$ cat config.mk
export PLATFORM = sky130hd
export DESIGN_NAME = q2e_sqrt_cell
export DESIGN_NICKNAME = d
export VERILOG_FILES = /design/src/rtl/core/q2e_pkg.sv /design/src/rtl/core/q2e_sqrt_cell.sv
export SDC_FILE = /design/constraint.sdc
export NUM_CORES = 1
export LEC_CHECK = 0
export BUFFER_PORTS_ARGS = -buffer_cell sky130_fd_sc_hd__buf_2
export CAP_MARGIN = 30
export CORE_AREA = 4 4 287 289
export DETAILED_ROUTE_END_ITERATION = 8
export DIE_AREA = 0 0 291 293
export PLACE_DENSITY = 0.38
export SYNTH_ARGS = -nofsm -noshare
export SYNTH_HDL_FRONTEND = slang
export SYNTH_SLANG_ARGS = --single-unit
$ cat constraint.sdc
create_clock -name clk -period 10.53 [get_ports clk]
set_input_delay 0 -clock clk [delete_from_list [all_inputs] [get_ports clk]]
set_output_delay 0 -clock clk [all_outputs]
set_load 0.01 [all_outputs]
$ cat src/rtl/core/q2e_pkg.sv
// ----------------------------------------------------------------------------
// q2e_pkg
// shared widths, payload types and angle table of the quaternion to euler block
// ----------------------------------------------------------------------------
`default_nettype none

package q2e_pkg;

    localparam int CW                = 40;   // cordic x/y datapath
    localparam int ZW                = 28;   // angle accumulator, 2^-24 rad
    localparam int QW                = 18;   // rounded q3.13 before saturation
    localparam int SQ_STEPS          = 29;   // result bits of the square root
    localparam int ATAN_LEN          = 24;
    localparam int CORDIC_STAGES_DEF = 16;

    localparam logic signed [ZW-1:0] HALF_PI_U24 = 28'sd26353589;
    localparam logic signed [QW-1:0] PI_Q13      = 18'sd25736;
    localparam logic signed [QW-1:0] HALF_PI_Q13 = 18'sd12868;
    localparam logic [14:0]          LIMIT_RESET = 15'd16383;

    typedef struct packed {
        logic signed [CW-1:0] x;
        logic signed [CW-1:0] y;
        logic signed [ZW-1:0] z;
        logic                 zero;
    } lane_t;

    typedef struct packed {
        lane_t              roll;
        lane_t              yaw;
        logic signed [29:0] ys;
        logic [56:0]        rem;
        logic [57:0]        res;
        logic               cpos;
        logic               cneg;
    } sq_t;

    typedef struct packed {
        lane_t roll;
        lane_t pitch;
        lane_t yaw;
        logic  cpos;
        logic  cneg;
    } cord_t;

    function automatic logic signed [ZW-1:0] atan_u24(input int idx);
        case (idx)
            0:       return 28'sd13176795;
            1:       return 28'sd7778716;
            2:       return 28'sd4110060;
            3:       return 28'sd2086331;
            4:       return 28'sd1047214;
            5:       return 28'sd524117;
            6:       return 28'sd262123;
            7:       return 28'sd131069;
            8:       return 28'sd65536;
            9:       return 28'sd32768;
            10:      return 28'sd16384;
            11:      return 28'sd8192;
            12:      return 28'sd4096;
            13:      return 28'sd2048;
            14:      return 28'sd1024;
            15:      return 28'sd512;
            16:      return 28'sd256;
            17:      return 28'sd128;
            18:      return 28'sd64;
            19:      return 28'sd32;
            20:      return 28'sd16;
            21:      return 28'sd8;
            22:      return 28'sd4;
            23:      return 28'sd2;
            default: return 28'sd0;
        endcase
    endfunction

    // round half up to q3.13, then clamp to +/-lim
    function automatic logic signed [QW-1:0] to_q13(input logic signed [ZW-1:0] z,
                                                    input logic signed [QW-1:0] lim);
        logic signed [ZW:0]   s;
        logic signed [QW-1:0] r;
        s = {z[ZW-1], z} + (ZW+1)'(1024);
        r = QW'(s >>> 11);
        if (r > lim)
        begin
            r = lim;
        end
        if (r < -lim)
        begin
            r = -lim;
        end
        return r;
    endfunction

endpackage

`default_nettype wire

$ cat src/rtl/core/q2e_sqrt_cell.sv
// ----------------------------------------------------------------------------
// q2e_sqrt_cell
// one result bit of the integer square root, digit-by-digit
// ----------------------------------------------------------------------------
`default_nettype none

module q2e_sqrt_cell #(
    parameter int K = 0
) (
    input  wire logic         clk,
    input  wire logic         rst_n,
    input  wire logic         in_valid,
    output logic              in_ready,
    input  wire q2e_pkg::sq_t in_data,
    output logic              out_valid,
    input  wire logic         out_ready,
    output q2e_pkg::sq_t      out_data
);

    localparam int          SH   = 2 * (q2e_pkg::SQ_STEPS - 1 - K);
    localparam logic [57:0] BITV = 58'd1 << SH;

    logic         v_reg;
    q2e_pkg::sq_t d_reg, d_next;

    assign in_ready = !v_reg || out_ready;

    always_comb
    begin
        logic [57:0] t;
        t      = in_data.res + BITV;
        d_next = in_data;
        if ({1'b0, in_data.rem} >= t)
        begin
            d_next.rem = in_data.rem - t[56:0];
            d_next.res = (in_data.res >> 1) + BITV;
        end
        else
        begin
            d_next.res = in_data.res >> 1;
        end
    end

    always_ff @(posedge clk or negedge rst_n)
    begin
        if (!rst_n)
        begin
            v_reg <= 1'b0;
        end
        else if (in_ready)
        begin
            v_reg <= in_valid;
        end
    end

    always_ff @(posedge clk)
    begin
        if (in_ready && in_valid)
        begin
            d_reg <= d_next;
        end
    end

    assign out_valid = v_reg;
    assign out_data  = d_reg;

endmodule

`default_nettype wire

# Word-level counts from Yosys, hierarchy flattened
# Index checks and enable logic that the tools add are counted.
# Widths: inputs -> output; s select.
[word_totals]
output_inout_bits = 367
regBits = 366
word_cells = 24
input_bits = 369
[op_classes]
reduce_logical = 3
magnitude_cmp = 1
mux = 2
n_addsub = 3
[op_table]
columns = ["op", "count"]
rows = [
  ["$mux 57", 2],
  ["$add 57x57->58 const B", 1],
  ["$add 58x57->58 const B", 1],
  ["$ge 57x58->1", 1],
  ["$sub 57x57->57", 1],
  ["$logic_and 1x1->1", 1],
  ["$logic_not 1->1", 1],
  ["$logic_or 1x1->1", 1],
]

# Longest topological paths before layout
[logic_depth]
word_depth = 3
ltp_mapped = 16
depth_no_buf = 14

# Least setup slack after synthesis
# No wires, ideal clock.
[synth_path]
path_type = "reg2reg"
startpoint = "register v_reg, in the netlist out_valid"
endpoint = "register d_reg (netlist bit out_data[0]) (enable)"
setup_time_ps = 776
period_less_slack_ps = 9654
t_arrival_ps = 8878
n_path_buf = 0
slack_ps = 876
path_stages_with_launch = 3
t_required_ps = 9754
path_cell_list = "dfrtp_1 -> nand2b_1 -> and2_1"
[synth_between]
elab_chain_len = 3
[synth_lines]
columns = ["item", "line", "text"]
rows = [
  ["from (decl)", "q2e_sqrt_cell.sv:23", "logic v_reg;"],
  ["from (signal assigned)", "q2e_sqrt_cell.sv:52", "v_reg <= in_valid;"],
  ["$logic_not 1->1", "q2e_sqrt_cell.sv:26", "assign in_ready = !v_reg || out_ready;"],
  ["$logic_or 1x1->1", "q2e_sqrt_cell.sv:26", ""],
  ["net in_ready", "q2e_sqrt_cell.sv:13", "output logic in_ready,"],
  ["$logic_and 1x1->1", "q2e_sqrt_cell.sv:58", "if (in_ready && in_valid)"],
  ["to (signal assigned)", "q2e_sqrt_cell.sv:60", "d_reg <= d_next;"],
  ["to (decl)", "q2e_sqrt_cell.sv:24", "q2e_pkg::sq_t d_reg, d_next;"],
]
# The timed path passes the listed nets, and every way through them passes these cells.
# A chain may end at the register's enable or synchronous reset.

==> flow_metrics.py <==
metrics = {
    "place": {
        "place_hpwl_um": 54800,
        "gp_congestion": 0.844,
        "port_buffers": 735,
        "placed_cells": 2726,
    },
    "timing": {
        "worst_pin_slew_ns": 1.36,
        "fin_tns_setup_ns": 0,
        "fmax_mhz": 218,
        "hold_viol": 0,
        "clock_skew_ns": 0.0179,
        "slew_headroom": 0.0963,
        "period_share": 0.436,
        "rsz0062_at_grt": "no",
        "drv_slew": 0,
        "final-setup-viol-count": 0,
        "fin_crit_ns": 4.60,
    },
    "grt": {
        "grt_use_total": 0.153,
        "grt-ovfl-total": 0,
        "grt_pass1_vias": 13552,
        "grt_pass1_wl_um": 96700,
        "grt_max_degree": 167,
        "antenna_found_initial": 23,
    },
    "run": {
        "cap_viol_max_count": 0,
    },
    "layout": {
        "final-seq-area_sq_um": 11000,
        "drive_gt1_frac": 0.414,
        "fill_cells": 8154,
        "instances_no_fill": 3192,
        "area_growth_pct": 68.0,
        "multiInputGateArea_sq_um": 3720,
        "nets": 2511,
    },
    "clock_network": {
        "cts-root-buf": "clkbuf_16",
        "cts_num_sinks": 366,
        "clk_pin_slew_ns": 0.06,
        "clock_path_buffers": 3,
        "htree_num_levels": 2,
        "cts_tree": "done",
        "worst_skew_pair.late_latency_ns": 0.57,
        "cts_buffers": 46,
        "ctsResizeCount": 0,
    },
    "setup_path": {
        "cp-startpoint": "in_data[60]",
        "slowest_stage": "buf_4",
        "crit_type": "input port to flop",
        "cp.required_ns": 10.84,
        "end_kind": "flop",
        "path_cells": "dlygate4sd3_1 > buf_2 > inv_1 > ha_1 > inv_1 > fa_1 > a21oi_1 > o21ai_0 > a31oi_1 > and2_1 > o211a_1 > a21oi_4 > a21oi_2 > o21ba_1 > o21a_4 > buf_4 > mux2i_1 > dlygate4sd3_1",
        "r2r_start": "out_valid",
        "ff2ff_path_depth": 5,
        "arrival_ns": 4.91,
        "startpoint_type": "input port",
        "slowest_delay_ns": 0.62,
        "worstPathMaxFanout": 45,
    },
    "yosys": {
        "synth_top_area_frac": 0.728,
        "async_flop_share": 0.00273,
        "syn_area_sq_um": 15100,
        "seq_area_frac_synth": 0.729,
        "synth_warnings": 0,
        "synthDistinctLibCells": 58,
        "synthMostInstantiatedCell": "edfxtp_1",
        "dominantRegCellSynth": "edfxtp_1",
        "synth.avg_cell_area_sq_um": 15.9,
        "ys_seq_elements": 366,
        "synthCells": 950,
        "synth_edf_count": 365,
        "yosys-top-cells-area": "edfxtp_1, ha_1, mux2_2",
        "syn_nets": 1377,
        "yosys.area.top_type": "edfxtp_1",
        "synthTopCellsByCount": "edfxtp_1, inv_1, ha_1",
    },
    "die": {
        "fp.dieH_um": 293,
        "initial_core_util": 0.189,
        "die_w_um": 291,
        "die_area_sq_um": 85300,
        "rows": 104,
        "io_pins": 736,
        "fp.coreArea_sq_um": 79900,
    },
    "power": {
        "power_leakage_nw": 10.7,
        "peakVddDrop_mv": 0.0974,
        "power_density_nw_per_um2": 160,
    },
    "outcome": {
        "status": "completed",
    },
    "routing": {
        "wl_um": 69000,
        "wl_per_cell_um": 21.6,
        "viasPerCell": 3.94,
        "drc": 0,
        "dr_total_vias": 12591,
        "ant_nets": 0,
        "drtPass1Iterations": 4,
        "first_iter_violations": 591,
    },
    "worst_hold_path": {
        "min_delay_path_depth": 2,
        "hold_class": "input port to flop",
        "hold_start": "in_data[254]",
    },
}
path summary, 6_finish.rpt:
| kind | end | slack, ns |
|---|---|---|
| max in group asynchronous | out_valid | 10.16 |
| hold reg to reg | out_data[313] | 0.98 |
| setup reg to reg | out_data[220] | 7.44 |
| setup / recovery | out_data[60] | 5.93 |
| hold / removal | out_data[254] | 0.13 |
| min in group asynchronous | out_valid | 0.27 |
logic make-up after synthesis:
group	share of synthesized area
mux	0.0417
compound gates	0.0792
buf+inv	0.0246
flops	0.729
xor+xnor	0.0320
simple gates	0.0446
fa+ha+maj	0.0487
metal layers:
layer | global-route usage | share of wire | up-vias
met5 | 0 | 0.0019 | -
met4 | 0.0582 | 0.042 | 20
met3 | 0.0524 | 0.075 | 108
met2 | 0.276 | 0.50 | 462
met1 | 0.167 | 0.38 | 6115
li1 | - | - | 5886
state kept, by name, indices dropped and copies added (netlist names):
register   count
out_valid      1
out_data     365
final cells by class:
class,instances,area share
sequential,366,0.434
timing repair buffer,1110,0.294
multi-input combinational,492,0.147
tap,1060,0.0524
clock buffer,57,0.0475
clock inverter,25,0.0132
inverter,68,0.0101
antenna,14,0.00138
placed cells by master, fill, tap and decap left out, drive strengths merged, types with 26 or more instances in the layout:
cell and count:
buf 741, edfxtp 365, nor2 26, ha 57, clkbuf 57, o21ai 38, xor2 26, inv 69
mux2 54, a21oi 57, dlygate4sd3 369, xnor2 29, nand2 51, a21o 32
metrics by stage:
stage	worst slack (ns)	total power [mW]	util	hold WS, ns	area, sq um
2_1_floorplan	0.876	2.08	-	-0.296	15100
4_1_cts	5.96	4.14	0.316	0.0827	25200
5_1_grt	5.68	4.25	0.316	0.0987	25300
3_3_place_gp	6.08	2.33	0.250	-0.225	20000
6_report	5.93	4.05	0.317	0.132	25300
3_5_place_dp	6.22	2.33	0.251	-0.224	20000
critical path, delay by kind of cell:
| family | cells | cell delay [ns] |
|---|---|---|
| muxes | 1 | 0.17 |
| buffers and inverters | 6 | 1.97 |
| and+or+nand+nor | 1 | 0.21 |
| AOI/OAI and AO/OA | 8 | 1.90 |
| adders and majority gates | 2 | 0.57 |
where the power goes:
| group | switching, mW | internal [mW] |
|---|---|---|
| logic | 0.360 | 0.310 |
| clock network | 0.654 | 0.985 |
| registers | 0.0223 | 1.72 |
what timing repair did:
action | CTS | global route
hold buffers | 369 | 0
setup buffers | 0 | 0
endpoints found under the hold margin | 367 | 0
Power figures use the tool's default switching activity.
