**src/rtl/core/q2e_pkg.sv**
```systemverilog
// ----------------------------------------------------------------------------
// q2e_pkg
// shared widths, payload types and angle table of the quaternion to euler block
// ----------------------------------------------------------------------------
`default_nettype none

package q2e_pkg;

    localparam int CW                = 40;   // cordic x/y datapath
    localparam int ZW                = 28;   // angle accumulator, 2^-24 rad
    localparam int QW                = 18;   // rounded q3.13 before saturation
    localparam int SQ_STEPS          = 29;   // result bits of the square root
    localparam int ATAN_LEN          = 24;
    localparam int CORDIC_STAGES_DEF = 16;

    localparam logic signed [ZW-1:0] HALF_PI_U24 = 28'sd26353589;
    localparam logic signed [QW-1:0] PI_Q13      = 18'sd25736;
    localparam logic signed [QW-1:0] HALF_PI_Q13 = 18'sd12868;
    localparam logic [14:0]          LIMIT_RESET = 15'd16383;

    typedef struct packed {
        logic signed [CW-1:0] x;
        logic signed [CW-1:0] y;
        logic signed [ZW-1:0] z;
        logic                 zero;
    } lane_t;

    typedef struct packed {
        lane_t              roll;
        lane_t              yaw;
        logic signed [29:0] ys;
        logic [56:0]        rem;
        logic [57:0]        res;
        logic               cpos;
        logic               cneg;
    } sq_t;

    typedef struct packed {
        lane_t roll;
        lane_t pitch;
        lane_t yaw;
        logic  cpos;
        logic  cneg;
    } cord_t;

    function automatic logic signed [ZW-1:0] atan_u24(input int idx);
        case (idx)
            0:       return 28'sd13176795;
            1:       return 28'sd7778716;
            2:       return 28'sd4110060;
            3:       return 28'sd2086331;
            4:       return 28'sd1047214;
            5:       return 28'sd524117;
            6:       return 28'sd262123;
            7:       return 28'sd131069;
            8:       return 28'sd65536;
            9:       return 28'sd32768;
            10:      return 28'sd16384;
            11:      return 28'sd8192;
            12:      return 28'sd4096;
            13:      return 28'sd2048;
            14:      return 28'sd1024;
            15:      return 28'sd512;
            16:      return 28'sd256;
            17:      return 28'sd128;
            18:      return 28'sd64;
            19:      return 28'sd32;
            20:      return 28'sd16;
            21:      return 28'sd8;
            22:      return 28'sd4;
            23:      return 28'sd2;
            default: return 28'sd0;
        endcase
    endfunction

    // round half up to q3.13, then clamp to +/-lim
    function automatic logic signed [QW-1:0] to_q13(input logic signed [ZW-1:0] z,
                                                    input logic signed [QW-1:0] lim);
        logic signed [ZW:0]   s;
        logic signed [QW-1:0] r;
        s = {z[ZW-1], z} + (ZW+1)'(1024);
        r = QW'(s >>> 11);
        if (r > lim)
        begin
            r = lim;
        end
        if (r < -lim)
        begin
            r = -lim;
        end
        return r;
    endfunction

endpackage

`default_nettype wire

```
**src/rtl/core/q2e_cordic_cell.sv**
```systemverilog
// ----------------------------------------------------------------------------
// q2e_cordic_cell
// one vectoring micro-rotation for the roll, pitch and yaw lanes
// ----------------------------------------------------------------------------
`default_nettype none

module q2e_cordic_cell #(
    parameter int I = 0
) (
    input  wire logic           clk,
    input  wire logic           rst_n,
    input  wire logic           in_valid,
    output logic                in_ready,
    input  wire q2e_pkg::cord_t in_data,
    output logic                out_valid,
    input  wire logic           out_ready,
    output q2e_pkg::cord_t      out_data
);

    localparam logic signed [q2e_pkg::ZW-1:0] ANG = q2e_pkg::atan_u24(I);

    function automatic q2e_pkg::lane_t rot(input q2e_pkg::lane_t l);
        q2e_pkg::lane_t                r;
        logic signed [q2e_pkg::CW-1:0] xs;
        logic signed [q2e_pkg::CW-1:0] ys;
        xs     = l.x >>> I;
        ys     = l.y >>> I;
        r.zero = l.zero;
        if (l.y > 0)
        begin
            r.x = l.x + ys;
            r.y = l.y - xs;
            r.z = l.z + ANG;
        end
        else
        begin
            r.x = l.x - ys;
            r.y = l.y + xs;
            r.z = l.z - ANG;
        end
        return r;
    endfunction

    logic           v_reg;
    q2e_pkg::cord_t d_reg, d_next;

    assign in_ready = !v_reg || out_ready;

    always_comb
    begin
        d_next       = in_data;
        d_next.roll  = rot(in_data.roll);
        d_next.pitch = rot(in_data.pitch);
        d_next.yaw   = rot(in_data.yaw);
    end

    always_ff @(posedge clk or negedge rst_n)
    begin
        if (!rst_n)
        begin
            v_reg <= 1'b0;
        end
        else if (in_ready)
        begin
            v_reg <= in_valid;
        end
    end

    always_ff @(posedge clk)
    begin
        if (in_ready && in_valid)
        begin
            d_reg <= d_next;
        end
    end

    assign out_valid = v_reg;
    assign out_data  = d_reg;

endmodule

`default_nettype wire

```
**config.mk**
```make
export PLATFORM = sky130hd
export DESIGN_NAME = q2e_cordic_cell
export DESIGN_NICKNAME = d
export VERILOG_FILES = /design/src/rtl/core/q2e_pkg.sv /design/src/rtl/core/q2e_cordic_cell.sv
export SDC_FILE = /design/constraint.sdc
export NUM_CORES = 1
export LEC_CHECK = 0
export BUFFER_PORTS_ARGS = -buffer_cell sky130_fd_sc_hd__clkbuf_2
export CORE_UTILIZATION = 45
export CTS_CLUSTER_DIAMETER = 40
export DETAILED_ROUTE_END_ITERATION = 16
export PLACE_DENSITY = 0.67
export SYNTH_ARGS = -nofsm -noshare
export SYNTH_HDL_FRONTEND = slang
export SYNTH_SLANG_ARGS = --single-unit
```
**constraint.sdc**
```tcl
create_clock -name clk -period 16.15 [get_ports clk]
set_clock_uncertainty 0.1 [all_clocks]
set_input_delay 2.4225 -clock clk [delete_from_list [all_inputs] [get_ports clk]]
set_output_delay 2.4225 -clock clk [all_outputs]
set_load 0.03 [all_outputs]
```
Word-level counts from Yosys, hierarchy flattened
Cells that the tools add are included.
- register bits after elaboration: 330
- latch bits: 0
- bits in writable memories: 0
- ROM bits: 0
- input bits: 333
- output and inout bits: 331
- logic and storage cells: 39
- memories: 0
- add/sub/neg operators: 15
- $mul: 0
- divide/modulo/power cells: 0
- order comparisons: 3
- equal/unequal tests: 0
- shift-type cells: 0
- multiplexer cells: 3
- bitwise gates (word level): 0
- reductions and logical operators: 3
- operator list (operator ; count):
    108-bit 2-to-1 mux ; 3
    40-bit subtractor ; 6
    40-bit adder ; 3
    40-bit by 1-bit > comparator with 1-bit output (second input constant) ; 3
    28-bit by 25-bit adder with 28-bit output (second input constant) ; 3
    28-bit by 25-bit subtractor with 28-bit output (second input constant) ; 3
    1-bit logical AND ; 1
    1-bit zero test ; 1
    1-bit logical OR ; 1

Logic depth before layout (Yosys ltp)
Gate-level depths: netlist of run 1.
- depth after elaboration: 3
- mapped depth: 19
- gate-level depth less buffers: 16

Worst setup path after synthesis of run 1
Ideal clock, no wire load.
- kind: input to register
- from: in out_ready
- to: reg d_reg (netlist bit out_data[0]) (enable)
- setup time: 728 ps
- data arrival time: 10175 ps
- data required time: 15322 ps
- setup slack: 5147 ps
- stages on the path: 2
- path buffers: 0
- cell sequence: nand2b_1 -> and2_1
- word-level cells in the longest chain between the ends: 2
- ends and longest elaborated chain (what ; RTL line ; text):
    start: declaration ; q2e_cordic_cell.sv:16 ; input wire logic out_ready,
    1-bit logical OR ; q2e_cordic_cell.sv:47 ; assign in_ready = !v_reg || out_ready;
    1-bit logical AND ; q2e_cordic_cell.sv:71 ; if (in_ready && in_valid)
    end signal: assignment ; q2e_cordic_cell.sv:73 ; d_reg <= d_next;
    end: declaration ; q2e_cordic_cell.sv:45 ; q2e_pkg::cord_t d_reg, d_next;
No other way between the ends.
A chain may end at the register's enable or synchronous reset.

==> run_results.csv, run 1 <==
group,metric,value,unit
outcome,status,"complete, no violations",
logic_synthesis,synth_edf_count,326,
setup_path,worst_ep_required_time,16.42,ns
power_and_ir_drop,cellPowerDensity,96.9,nW/um2
hold_path,hold_path_startpoint,"out_valid",
detailed_routing,firstDrtPassIters,6,
logic_synthesis,ys_seq_elements,327,
power_and_ir_drop,power,3.99,mW
floorplan,start_util,45.7,%
power_and_ir_drop,p_leak,18.4,nW
logic_synthesis,synth_area_leaders,"edfxtp_1 28%, ha_1 15%, a21oi_1 7.9%",
detailed_routing,drtIter0Drc,3542,
setup_path,slowest_delay,0.91,ns
sta,fin_crit,8.10,ns
sta,fmax,123,MHz
place,place_ws,7.67,ns
setup_path,crit_arrival,8.37,ns
clocking,path_clk_slew,0.05,ns
hold_path,worstHoldPathCells,2,
floorplan,dieArea,78700,um2
setup_path,path_max_fanout,58,
logic_synthesis,syn_avg_cell_area,8.30,um2
power_and_ir_drop,seqPwrFrac,28.4,%
setup_path,endpoint_kind,"register",
global_routing,first_global_vias,33200,
setup_path,start_kind,"input pin",
clocking,cts_resized,0,
logic_synthesis,yosysMostFrequentCell,"a21oi_1",
power_and_ir_drop,p_int,2.41,mW
floorplan,die_h,280,um
setup_path,r2r-end,"out_data[302]",
setup_path,worstPathCellList,"clkbuf_2 > nor4_1 > nand4_1 > nor3_1 > or2_4 > inv_2 > buf_4 > ha_1 > and4_1 > and2_1 > a221oi_1 > a31oi_1 > a211oi_1 > o21ai_1 > a21oi_1 > o21bai_1 > a21oi_1 > xnor2_1",
sta,finalHoldViolCount,0,
clocking,cts_made_buffers,67,
clocking,cts_tree,"done",
sta,worst_slew_pin_slew,1.05,ns
setup_path,rrSetupSlack,12.64,ns
clocking,clock_path_buffers,3,
global_routing,grt_pass1_wl,205000,um
power_and_ir_drop,power.switching,1.58,mW
clocking,clockRootBuffer,"clkbuf_16",
power_and_ir_drop,power_frac_comb,37.2,%
place,port_buffers,663,
run,max-cap-violations,0,
finish,nets,5556,
clocking,clk_latency,0.63,ns
global_routing,grt.overflow.total,0,
detailed_routing,wire_per_inst,23.8,um
finish,drive_gt1_share,17.6,%
logic_synthesis,ys_warn_count,0,
setup_path,path_class,"in2reg",
logic_synthesis,synth_commonest_cells,"552 x a21oi_1, 429 x ha_1, 385 x inv_1, 367 x nor2_1, 326 x edfxtp_1",
logic_synthesis,synth_fp_nets,4980,
hold_path,min_to,"out_valid",
setup_path,critPathSlowestCell,"nor4_1",
power_and_ir_drop,ir_worst_vdd,85.7,uV
clocking,h-tree-depth,3,
place,hpwl,112000,um
clocking,post_cts_buffers,0,
sta,setup_violations,0,
logic_synthesis,yosysSeqAreaShare,28.1,%
sta,setup_slack,8.05,ns
logic_synthesis,synth_top_area_share,28.0,%
place,gp_congestion,1.03,
detailed_routing,vias_per_cell,6.00,
logic_synthesis,synthArstFlopShare,0.306,%
sta,maxSlewViolCount,0,
setup_path,critPathLaunch,"in_data[64]",
sta,finalSetupTns,0,ns
logic_synthesis,ys.flop_type,"edfxtp_1",
setup_path,crit_top_cell,"a21oi_1",
logic_synthesis,synth_largest_area_cell,"edfxtp_1",
floorplan,die_w,280,um
power_and_ir_drop,p_clk_share,34.4,%
sta,post-route-period-util,50.1,%
floorplan,rows,101,
hold_path,hold_class,"reg2reg",
setup_path,worstReg2RegStart,"out_valid",
global_routing,grt_usage,34.3,%
clocking,cts.sink_count,327,
floorplan,core-area,76300,um2
sta,slew_headroom,29.0,%
setup_path,reg2reg_depth,4,
detailed_routing,drc_errors,0,
global_routing,grt_max_degree,149,
clocking,ctsHoldBuffers,0,
power_and_ir_drop,swShare,39.6,%
detailed_routing,routed_wl,140000,um
global_routing,antenna_found_initial,18,
logic_synthesis,synth_cell_types,98,
sta,rsz0062_at_grt,"no",
detailed_routing,postRouteAntennaNets,0,
floorplan,io_pins,664,
finish,area_delta_synth_final,18.0,%
logic_synthesis,synth_area,34900,um2
detailed_routing,vias,35300,
logic_synthesis,netlist_instances,4206,
-- state kept, by name, indices dropped and copies added, names as in the netlist --
| name | flops |
|---|---|
| out_data | 326 |
| out_valid | 1 |
-- logic make-up after synthesis --
logic type,after synthesis,share of synthesized area (%)
adder cells (fa/ha/maj),441,16.1
AO/OA/AOI/OAI,1473,26.1
buffers and inverters,567,6.28
flip-flops,327,28.1
AND/OR/NAND/NOR,1050,14.5
multiplexers,50,1.45
XOR/XNOR,298,7.48
-- how the worst max path moves through the flow --
stage / end / slack [ns]
after floorplan: out_data[0] / 5.15
after global placement: out_data[30] / 7.58
after detailed placement: out_data[30] / 7.67
after CTS: out_data[30] / 8.33
after global routing: out_data[30] / 7.84
final: out_data[30] / 8.05
-- routing by layer --
metal	GRT usage [%]	wire, um	part of all wire, %	vias up
met5	0	77	0.055	-
met4	17.4	7280	5.2	12
met3	8.25	13100	9.4	348
met2	55.3	63900	46	1824
met1	42.5	55600	40	16700
li1	-	-	-	16400
-- metrics by stage --
step	cells	cell area (um2)	hold slack (ns)	util [%]
2_1_floorplan	4206	34900	0.825	-
3_3_place_gp	5743	38900	0.435	51.0
3_5_place_dp	5743	38900	0.442	51.0
4_1_cts	5864	41100	0.453	53.9
5_1_grt	5873	41200	0.490	53.9
6_report	5877	41200	0.457	54.0
-- layout make-up --
| cell class | instances | area, um2 |
|---|---|---|
| sequential | 327 | 9810 |
| tap | 1030 | 1290 |
| timing repair buffer | 677 | 3440 |
| clock buffer | 78 | 1740 |
| fill | 7373 | 35100 |
| clock inverter | 43 | 483 |
| inverter | 397 | 1490 |
| antenna | 13 | 32.5 |
| multi-input combinational | 3312 | 22900 |
-- power groups by stage --
| stage | sequential [mW] | clock [mW] | combinational, mW |
|---|---|---|---|
| detailed placement | 1.15 | 0 | 1.45 |
| floorplan | 1.34 | 0 | 0.794 |
| CTS | 1.13 | 1.39 | 1.46 |
| global route | 1.14 | 1.42 | 1.58 |
| finish | 1.13 | 1.37 | 1.49 |
| global placement | 1.15 | 0 | 1.45 |
-- worst max-delay path: cells and delay by family --
family,cells,cell delay [ns]
buffers and inverters,3,1.08
AOI/OAI and AO/OA,7,1.80
adders and majority gates,1,0.43
and+or+nand+nor,6,2.49
xor gates and xnor gates,1,0.08
-- placed cells by master, fill, tap and decap left out, types with 41 or more instances in the layout --
cell,synthesis,routed
nand2_1,208,208
ha_1,429,429
o21ai_0,309,309
clkbuf_16,0,67
a21oi_1,552,552
inv_1,385,383
o21a_1,43,43
nor2b_1,45,45
clkbuf_2,0,663
a31oi_1,47,47
edfxtp_1,326,326
a21o_1,123,123
o21bai_1,107,107
nand2b_1,41,41
xnor2_1,257,257
xor2_1,41,41
nand3_1,56,56
nor2_1,367,367
mux2i_1,46,46
nor3_1,83,83
nand4_1,64,64
nor4_1,52,52
Note: power is estimated with default switching activity, not from simulation.
==> inputs of run 2 (changes only) <==
clock period = 8.5 ns   (was 16.15 ns; I/O delays follow)
==> run_results.csv, run 2 (same netlist as run 1, synthesis figures left out) <==
group,metric,value,unit
outcome,status,"complete, no violations",
global_routing,first_global_vias,33400,
finish,nets,5558,
clocking,cts_made_buffers,69,
global_routing,grt_usage,34.3,%
clocking,cts_tree,"done",
finish,utilization,54.2,%
sta,finalSetupTns,0,ns
finish,final_cell_mix,"663 x clkbuf_2, 552 x a21oi_1, 429 x ha_1, 383 x inv_1, 367 x nor2_1",
global_routing,grt_use_met3,8.44,%
detailed_routing,drtIter0Drc,3629,
setup_path,rrSetupSlack,5.64,ns
detailed_routing,routed_wl,141000,um
place,gp_congestion,1.01,
global_routing,grt_pass1_wl,206000,um
place,port_buffers,663,
sta,setup_slack,2.66,ns
run,max-cap-violations,0,
setup_path,r2r-end,"out_data[200]",
detailed_routing,wire_per_inst,23.9,um
global_routing,grt.overflow.total,0,
clocking,cts_resized,0,
place,place_ws,1.96,ns
setup_path,path_max_fanout,34,
power_and_ir_drop,power,7.73,mW
detailed_routing,drc_errors,0,
setup_path,worstReg2RegStart,"out_valid",
clocking,post_cts_buffers,0,
sta,post-route-period-util,68.7,%
power_and_ir_drop,cellPowerDensity,187,nW/um2
setup_path,endpoint_kind,"register",
finish,area_delta_synth_final,18.5,%
finish,drive_gt1_share,17.7,%
floorplan,rows,101,
sta,maxSlewViolCount,0,
sta,rsz0062_at_grt,"no",
clocking,clockRootBuffer,"clkbuf_16",
setup_path,slowest_delay,0.86,ns
hold_path,hold_class,"in2async",
clocking,path_clk_slew,0.05,ns
sta,finalHoldViolCount,0,
floorplan,io_pins,664,
global_routing,grt_util_met2,56.5,%
power_and_ir_drop,p_leak,18.5,nW
finish,layout_commonest_cell,"clkbuf_2",
power_and_ir_drop,ir_worst_vdd,161,uV
detailed_routing,vias_per_cell,5.95,
sta,setup_violations,0,
global_routing,antenna_found_initial,19,
setup_path,crit_buf_inv,3,
sta,fmax,171,MHz
clocking,clk_latency,0.64,ns
place,hpwl,114000,um
clocking,cts.sink_count,327,
finish,largest_reg_flops,326,
clocking,ctsHoldBuffers,0,
detailed_routing,postRouteAntennaNets,0,
setup_path,worst_ep_required_time,8.75,ns
floorplan,die_w,280,um
setup_path,crit_top_cell,"a21oi_1",
clocking,clock_path_buffers,3,
sta,fin_crit,5.84,ns
floorplan,die_h,280,um
setup_path,cpLargestDelayFamily,"simple AND/OR/NAND/NOR gates",
global_routing,grt_max_degree,131,
setup_path,reg2reg_depth,4,
setup_path,crit_arrival,6.09,ns
sta,slew_headroom,32.8,%
setup_path,worstPathCellList,"clkbuf_2 > nor4_1 > nand4_1 > nor3_1 > or2_2 > inv_2 > buf_4 > ha_1 > a21o_1 > a21oi_1 > o21ai_0 > a311o_1 > o21ai_1 > o22ai_1 > or4_1 > a31o_1 > a21oi_1 > xnor2_1",
detailed_routing,vias,35000,
setup_path,start_kind,"input pin",
setup_path,critPathSlowestCell,"nor4_1",
detailed_routing,firstDrtPassIters,6,
setup_path,path_class,"in2reg",
floorplan,dieArea,78700,um2
clocking,h-tree-depth,3,
global_routing,grt.busiest_layer,"met2",
floorplan,core-area,76300,um2
global_routing,grt_util_met1,42.2,%
floorplan,start_util,45.7,%
sta,worst_slew_pin_slew,0.999,ns
setup_path,critPathLaunch,"in_data[169]",
run 2: changes by cell type in the layout (fill, tap and decap cells not counted), sizes merged:
| cell | delta |
|---|---|
| clkbuf | -5 |
| clkinvlp | -4 |
| bufinv | +4 |
| inv | -4 |
| clkinv | +14 |
run 2: layer usage:
layer / routed length, um / vias up / part of all wire (%)
met5: 75 / - / 0.053
met4: 6210 / 12 / 4.4
met3: 13400 / 287 / 9.5
met2: 64900 / 1812 / 46
met1: 56000 / 16600 / 40
li1: - / 16300 / -
run 2: how the worst max path moves through the flow:
stage	endpoint	slack, ns	cells past startpoint
finish	out_data[139]	2.66	18
global route	out_data[139]	2.38	18
CTS	out_data[139]	2.62	18
detailed placement	out_data[139]	1.96	18
global placement	out_data[139]	2.04	18
floorplan	out_data[0]	2.28	2
run 2: where the power goes:
part / internal [mW] / switching [mW]
clock network: 1.74 / 1.02
logic: 0.911 / 1.91
registers: 2.07 / 0.0845
run 2: final cells by class:
class / instances / area [um2]
sequential: 327 / 9810
antenna: 13 / 32.5
clock inverter: 53 / 653
multi-input combinational: 3312 / 22900
clock buffer: 73 / 1740
tap: 1030 / 1290
fill: 7334 / 35000
inverter: 397 / 1490
timing repair buffer: 677 / 3440
run 2: worst register-to-register path, cell delays in order, from the launching register on:
cell      delay (ns)
dfrtp_1         0.38
nand2b_1        0.12
and2_4          0.62
buf_4           0.64
buf_4           0.56
run 2: through the flow:
stage               hold slack [ns]  cells  area, um2
floorplan                     0.825   4206      34900
global placement              0.436   5743      38900
detailed placement            0.440   5743      38900
CTS                           0.260   5869      41300
global route                  0.283   5876      41300
finish                        0.298   5882      41400
